File: config.mk
export PLATFORM = sky130hd
export DESIGN_NAME = sts_ctrl
export DESIGN_NICKNAME = d
export VERILOG_FILES = /design/src/hdl/sorted_table_search_unit_defines.svh /design/src/hdl/sts_pkg.sv /design/src/hdl/sts_ctrl.sv
export SDC_FILE = /design/constraint.sdc
export NUM_CORES = 1
export LEC_CHECK = 0
export ABC_AREA = 0
export BUFFER_PORTS_ARGS = -buffer_cell sky130_fd_sc_hd__buf_2
export CORE_AREA = 2 2 39 41
export CTS_BUF_LIST = sky130_fd_sc_hd__clkbuf_4
export DETAILED_ROUTE_END_ITERATION = 6
export DIE_AREA = 0 0 41 43
export GPL_TIMING_DRIVEN = 0
export PLACE_DENSITY = 0.32
export SLEW_MARGIN = 5
export SYNTH_ARGS = -nofsm -noshare
export SYNTH_HDL_FRONTEND = slang
export SYNTH_SLANG_ARGS = --single-unit
File: constraint.sdc
create_clock -name clk -period 1.57 [get_ports clk]
set_clock_uncertainty 0.05 [all_clocks]
set_input_delay 0.314 -clock clk [delete_from_list [all_inputs] [get_ports clk]]
set_output_delay 0.314 -clock clk [all_outputs]
set_load 0.01 [all_outputs]
File: src/hdl/sorted_table_search_unit_defines.svh
// ----------------------------------------------------------------------------
// Sorted table search assertion macros
// Shared concurrent assertion forms, clocked on clk, off during reset.
// ----------------------------------------------------------------------------
`ifndef SORTED_TABLE_SEARCH_UNIT_DEFINES_SVH
`define SORTED_TABLE_SEARCH_UNIT_DEFINES_SVH

// Property that must hold in the same cycle
`define STS_CHECK(lbl, prop, msg) \
  lbl: assert property (@(posedge clk) disable iff (!rst_n) (prop)) else $error(msg);

// Antecedent in one cycle implies consequent in the next
`define STS_CHECK_NEXT(lbl, ante, cons, msg) \
  lbl: assert property (@(posedge clk) disable iff (!rst_n) (ante) |=> (cons)) \
    else $error(msg);

`endif

File: src/hdl/sts_pkg.sv
// ----------------------------------------------------------------------------
// Sorted table search package
// Sizes, function codes, controller states and command/status bundles.
// ----------------------------------------------------------------------------
package sts_pkg;

  // Table geometry
  localparam int DEPTH  = 1024;
  localparam int ADDR_W = $clog2(DEPTH);
  localparam int CNT_W  = $clog2(DEPTH + 1);

  // Fixed field widths
  localparam int KEY_W   = 64;
  localparam int INDEX_W = 10;
  localparam int SIZE_W  = 11;

  // Function codes
  localparam logic FUNC_WRITE  = 1'b0;
  localparam logic FUNC_SEARCH = 1'b1;

  typedef enum logic [1:0] {
    ST_IDLE,
    ST_SEARCH,
    ST_FINAL
  } sts_state_t;

  // Controller to datapath
  typedef struct packed {
    logic wr;      // store key at index
    logic load;    // start a search, issue first probe
    logic step;    // narrow range on probe result
    logic finish;  // final compare, emit position
  } sts_cmd_t;

  // Datapath to controller
  typedef struct packed {
    logic short_range;  // clamped size is 0 or 1: no narrowing needed
    logic range_done;   // range down to one entry after this step
  } sts_stat_t;

endpackage

File: src/hdl/sts_ctrl.sv
// ----------------------------------------------------------------------------
// Sorted table search controller
// Sequences a write, or the probe steps and final compare of a search.
// ----------------------------------------------------------------------------
module sts_ctrl import sts_pkg::*; (
  input  logic      clk,
  input  logic      rst_n,
  input  logic      start,
  input  logic      func,
  input  sts_stat_t stat,
  output sts_cmd_t  cmd,
  output logic      busy
);

  sts_state_t state_r, state_nxt;

  // State register
  always_ff @(posedge clk) begin
    if (!rst_n) begin
      state_r <= ST_IDLE;
    end else begin
      state_r <= state_nxt;
    end
  end

  // Next state
  always_comb begin
    state_nxt = state_r;
    case (state_r)
      ST_IDLE: begin
        if (start && (func == FUNC_SEARCH)) begin
          state_nxt = stat.short_range ? ST_FINAL : ST_SEARCH;
        end
      end
      ST_SEARCH: begin
        if (stat.range_done) begin
          state_nxt = ST_FINAL;
        end
      end
      ST_FINAL: state_nxt = ST_IDLE;
      default:  state_nxt = ST_IDLE;
    endcase
  end

  // Commands
  always_comb begin
    cmd  = '0;
    busy = 1'b1;
    case (state_r)
      ST_IDLE: begin
        busy     = 1'b0;
        cmd.wr   = start && (func == FUNC_WRITE);
        cmd.load = start && (func == FUNC_SEARCH);
      end
      ST_SEARCH: cmd.step   = 1'b1;
      ST_FINAL:  cmd.finish = 1'b1;
      default:   busy       = 1'b1;
    endcase
  end

endmodule

==> impl_metrics.csv, run 1 <==
group,metric,value,unit
outcome,run_status,"finished clean",
sta,max_freq,671,MHz
hold_path,hold_path.class,"in -> reg",
clock_network,clockRootBuffer,"clkbuf_4",
detailed_routing,wl_per_cell,8.52,um
floorplan,die_area,1760,um2
setup_path,crit_path_end_kind,"output pin",
pwr,peakVddDrop,292,uV
detailed_routing,wl,375,um
detailed_routing,drtIter0Drc,2,
clock_network,numClockSinks,2,
setup_path,reg2reg_depth,2,
clock_network,cts_made_buffers,3,
hold_path,holdPathStages,3,
sta,worst_slack,0.0807,ns
setup_path,worst-r2r-setup-slack,0.76,ns
grt,overflow,0,
setup_path,cp_max_fo,7,
synthesis,synth_warnings,0,
finish,largest_register_ffs,2,
detailed_routing,via_per_inst,3.36,
setup_path,arrival,1.13,ns
clock_network,cts_buffer_depth,2,
clock_network,cts_setup_buffers,0,
finish,final_cell_mix,"buf_2 (10), clkbuf_4 (3)",
finish,num_antenna_cells,0,
grt,grt_pass1_wl,545,um
clock_network,insertion_delay,0.22,ns
sta,setup-violations-final,0,
clock_network,postCtsHoldBufs,0,
clock_network,path_clk_slew,0.03,ns
grt,grt_max_degree,8,
synthesis,avgSynthCellArea,8.59,um2
finish,drive_above_1_share,53.6,%
setup_path,crit-reg2reg-launch,"state_r[0]",
hold_path,holdCritStartpoint,"stat[0]",
floorplan,core,1380,um2
hold_path,min_to,"state_r[1]",
pwr,cellLeakagePower,0.110,nW
finish,layout_commonest_cell,"buf_2",
floorplan,num_io_pins,11,
sta,holdWs,0.305,ns
finish,top_regs,"state_r x2",
finish,regMostFlops,"state_r",
floorplan,die_height,43,um
sta,rsz0062_at_grt,"no",
placement,dp_slack,0.320,ns
placement,placed_cell_area,199,um2
clock_network,cts_tree,"built",
sta,drv_slew,0,
synthesis,ys_seq_elements,2,
pwr,powerDensity,907,nW/um2
placement,io_buffer_count,10,
sta,tns,0,ns
synthesis,syn-instance-count,15,
finish,synthToLayoutAreaGrowth,71.8,%
synthesis,yosysSeqAreaShare,31.1,%
grt,grt_pass1_vias,146,
clock_network,cts_resized,0,
finish,fin_area,221,um2
job,max_cap_viol_count,0,
placement,gp_congestion,0.603,
detailed_routing,via_count,148,
finish,n_fill_cell,157,
finish,nets,36,
setup_path,worstSetupPathType,"reg -> out",
sta,hold_violations,0,
detailed_routing,final_antenna_net_count,0,
floorplan,fp-row-count,14,
synthesis,syn_nets,21,
clock_network,cts.htree.levels,1,
sta,min_period_over_period,94.9,%
synthesis,synth.cell_area,129,um2
synthesis,ys_types,11,
detailed_routing,drc,0,
placement,dp_cells,41,
setup_path,start_kind,"flip-flop",
grt,antenna_found_initial,0,
grt,grt_usage,5.31,%
sta,max_slew_margin,87.5,%
sta,worstMarginPinSlew,0.188,ns
floorplan,fp.dieW,41,um
setup_path,rr_endpoint,"state_r[0]",
finish,final_cells,44,
sta,fin_crit,1.49,ns
setup_path,required,1.21,ns
floorplan,start_util,9.31,%
detailed_routing,drt-pass1-iter-count,2,
## logic make-up after synthesis
family          share of synthesized area [%]
compound gates                           7.77
flops                                    31.1
simple gates                             61.2
## how the worst max path moves through the flow
stage	from	end	slack, ns	cells after the start
global route	state_r[0]	cmd[3]	0.02	3
floorplan	state_r[0]	cmd[3]	0.38	2
detailed placement	state_r[0]	cmd[3]	0.32	3
finish	state_r[0]	cmd[3]	0.08	3
global placement	state_r[0]	cmd[3]	0.32	3
CTS	state_r[0]	cmd[3]	0.07	3
## area by class of cell
| class | count | area, um2 | area share (%) |
|---|---|---|---|
| Clock buffer | 3 | 22.5 | 10.2 |
| Multi-Input combinational cell | 13 | 88.8 | 40.1 |
| Sequential cell | 2 | 40.0 | 18.1 |
| Tap cell | 16 | 20.0 | 9.04 |
| Timing Repair Buffer | 10 | 50.0 | 22.6 |
## worst max-delay path, cell delays in order (launching register included)
cell and delay [ns]:
dfxtp_1 0.34, or2_4 0.28, nor3b_2 0.14, buf_2 0.14
## synth_stat cells
cell	n	area [um2]
dfxtp_1	2	40.0
nor2b_1	1	6.26
nand2_1	2	7.51
or2_4	1	8.76
nor2_1	1	3.75
nand4bb_1	1	11.3
nand4b_1	1	8.76
nand2b_1	2	12.5
a21oi_1	2	10.0
nor3b_2	1	12.5
and2b_1	1	7.51
## power by group
part	internal, mW	switching, mW	leakage [nW]	total (mW)
combinational	0.0176	0.0150	0.0795	0.0326
clock	0.0843	0.0285	0.0138	0.113
sequential	0.0532	0.00234	0.0163	0.0556
total	0.155	0.0458	0.110	0.201
## metal layers
layer	vias to the layer above	share of wire [%]	routed length, um	GRT usage [%]
met5	-	0	0	0
met4	0	0	0	8.00
met3	0	13	47	3.14
met2	8	41	152	6.56
met1	60	47	175	4.46
li1	80	-	-	-
## metrics by stage
stage / utilization (%) / power [mW]
global route: 16.0 / 0.223
CTS: 16.0 / 0.210
global placement: 14.4 / 0.0885
finish: 16.0 / 0.201
detailed placement: 14.4 / 0.0890
floorplan: - / 0.0726
No activity file was read; power rests on OpenSTA's default activity.
==> run 2, diff against run 1 <==
PLACE_DENSITY = 0.33   (was 0.32)
SETUP_SLACK_MARGIN = 0.4   (was default)
clock period = 1.2 ns   (was 1.57 ns; I/O delays follow)
==> impl_metrics.csv, run 2 (same netlist as run 1, synthesis figures left out) <==
group,metric,value,unit
floorplan,fp.dieW,41,um
sta,hold_violations,0,
grt,grt_max_degree,7,
finish,layout_commonest_cell,"buf_2",
grt,grt_pass1_vias,138,
pwr,peakVddDrop,248,uV
sta,max_slew_margin,91.7,%
sta,rsz0062_at_grt,"yes",
setup_path,arrival,1.11,ns
clock_network,insertion_delay,0.22,ns
clock_network,clockRootBuffer,"clkbuf_4",
finish,fin_area,254,um2
setup_path,cp_max_fo,3,
clock_network,cts_tree,"built",
grt,grt_usage,5.21,%
finish,nets,38,
detailed_routing,via_count,158,
placement,io_buffer_count,10,
job,max_cap_viol_count,0,
floorplan,start_util,9.31,%
detailed_routing,drt-pass1-iter-count,1,
setup_path,worstSetupPathType,"reg -> out",
clock_network,cts.htree.levels,1,
sta,setup-violations-final,5,
setup_path,start_kind,"flip-flop",
detailed_routing,via_per_inst,3.43,
sta,max_freq,714,MHz
clock_network,postCtsHoldBufs,0,
outcome,run_status,"finished with violations",
sta,drv_slew,0,
placement,dp_hpwl,285,um
placement,dp_cells,41,
hold_path,hold_path.class,"in -> reg",
finish,final_cell_mix,"buf_2 (9), clkbuf_4 (3)",
sta,min_period_over_period,117,%
finish,synthToLayoutAreaGrowth,97.1,%
grt,antenna_found_initial,0,
detailed_routing,wl_per_cell,8.37,um
placement,gp_congestion,0.623,
finish,top_regs,"state_r x2",
finish,drive_above_1_share,63.3,%
clock_network,cts_buffer_depth,2,
floorplan,die_height,43,um
sta,worstMarginPinSlew,0.124,ns
detailed_routing,final_antenna_net_count,0,
sta,worst_slack,-0.200,ns
finish,n_fill_cell,156,
finish,final_util,18.4,%
grt,grt_pass1_wl,538,um
pwr,cellLeakagePower,0.123,nW
sta,holdWs,0.223,ns
floorplan,fp-row-count,14,
outcome,failed_checks,"setup timing",
detailed_routing,wl,385,um
finish,largest_register_ffs,2,
placement,placed_cell_area,208,um2
finish,final_cells,46,
finish,num_antenna_cells,0,
setup_path,crit_path_end_kind,"output pin",
floorplan,num_io_pins,11,
floorplan,core,1380,um2
setup_path,required,0.91,ns
detailed_routing,drc,0,
clock_network,numClockSinks,2,
detailed_routing,drtIter0Drc,0,
floorplan,die_area,1760,um2
sta,fin_crit,1.40,ns
grt,overflow,0,
pwr,powerDensity,1070,nW/um2
clock_network,path_clk_slew,0.03,ns
finish,regMostFlops,"state_r",
clock_network,cts_made_buffers,3,
run 2: cell types whose count changed in the layout (fill, tap and decap cells not counted), sizes merged:
cell,before,now
buf,10,12
run 2: path summary, 6_finish.rpt:
path	slack (ns)	to	depth (start not counted)	start
hold / removal	0.22	state_r[1]	3	stat[0]
setup / recovery	-0.20	cmd[3]	3	state_r[0]
hold reg to reg	0.50	state_r[1]	2	state_r[1]
setup reg to reg	0.27	state_r[0]	3	state_r[0]
run 2: critical path: stages (launching register included):
cell and delay, ns:
dfxtp_4 0.33, or2_4 0.26, nor3b_4 0.15, buf_2 0.15
run 2: repair_timing:
item                       CTS  global route
buffers inserted             2             0
resized for setup            2             0
pin swaps                    6             3
setup endpoints to repair    5             7
run 2: area by class of cell:
cell class	instances	area, um2	area share, %
multi-input cells	13	95.1	37.4
repair buffers	12	71.3	28.1
flip-flops and latches	2	45.0	17.7
clock buffers	3	22.5	8.87
well taps	16	20.0	7.88
run 2: routing by layer:
metal | wire length [um] | track usage, % | up-vias
met5 | 0 | 0 | -
met3 | 56 | 5.24 | 0
li1 | - | - | 82
met2 | 128 | 5.00 | 11
met4 | 0 | 6.00 | 0
met1 | 200 | 5.43 | 65
run 2: report_power, final:
part / internal (mW) / switching (mW) / leakage, nW / total [mW]
clock: 0.110 / 0.0358 / 0.0138 / 0.146
combinational: 0.0319 / 0.0241 / 0.0915 / 0.0560
sequential: 0.0686 / 0.00184 / 0.0175 / 0.0704
run 2: per-stage QoR:
| stage | power [mW] | setup TNS, ns | worst slack [ns] |
|---|---|---|---|
| floorplan | 0.0982 | 0 | 0.108 |
| finish | 0.272 | -0.551 | -0.200 |
| CTS | 0.282 | -0.616 | -0.216 |
| global placement | 0.119 | 0 | 0.0262 |
| detailed placement | 0.121 | 0 | 0.00863 |
| global route | 0.302 | -0.802 | -0.243 |
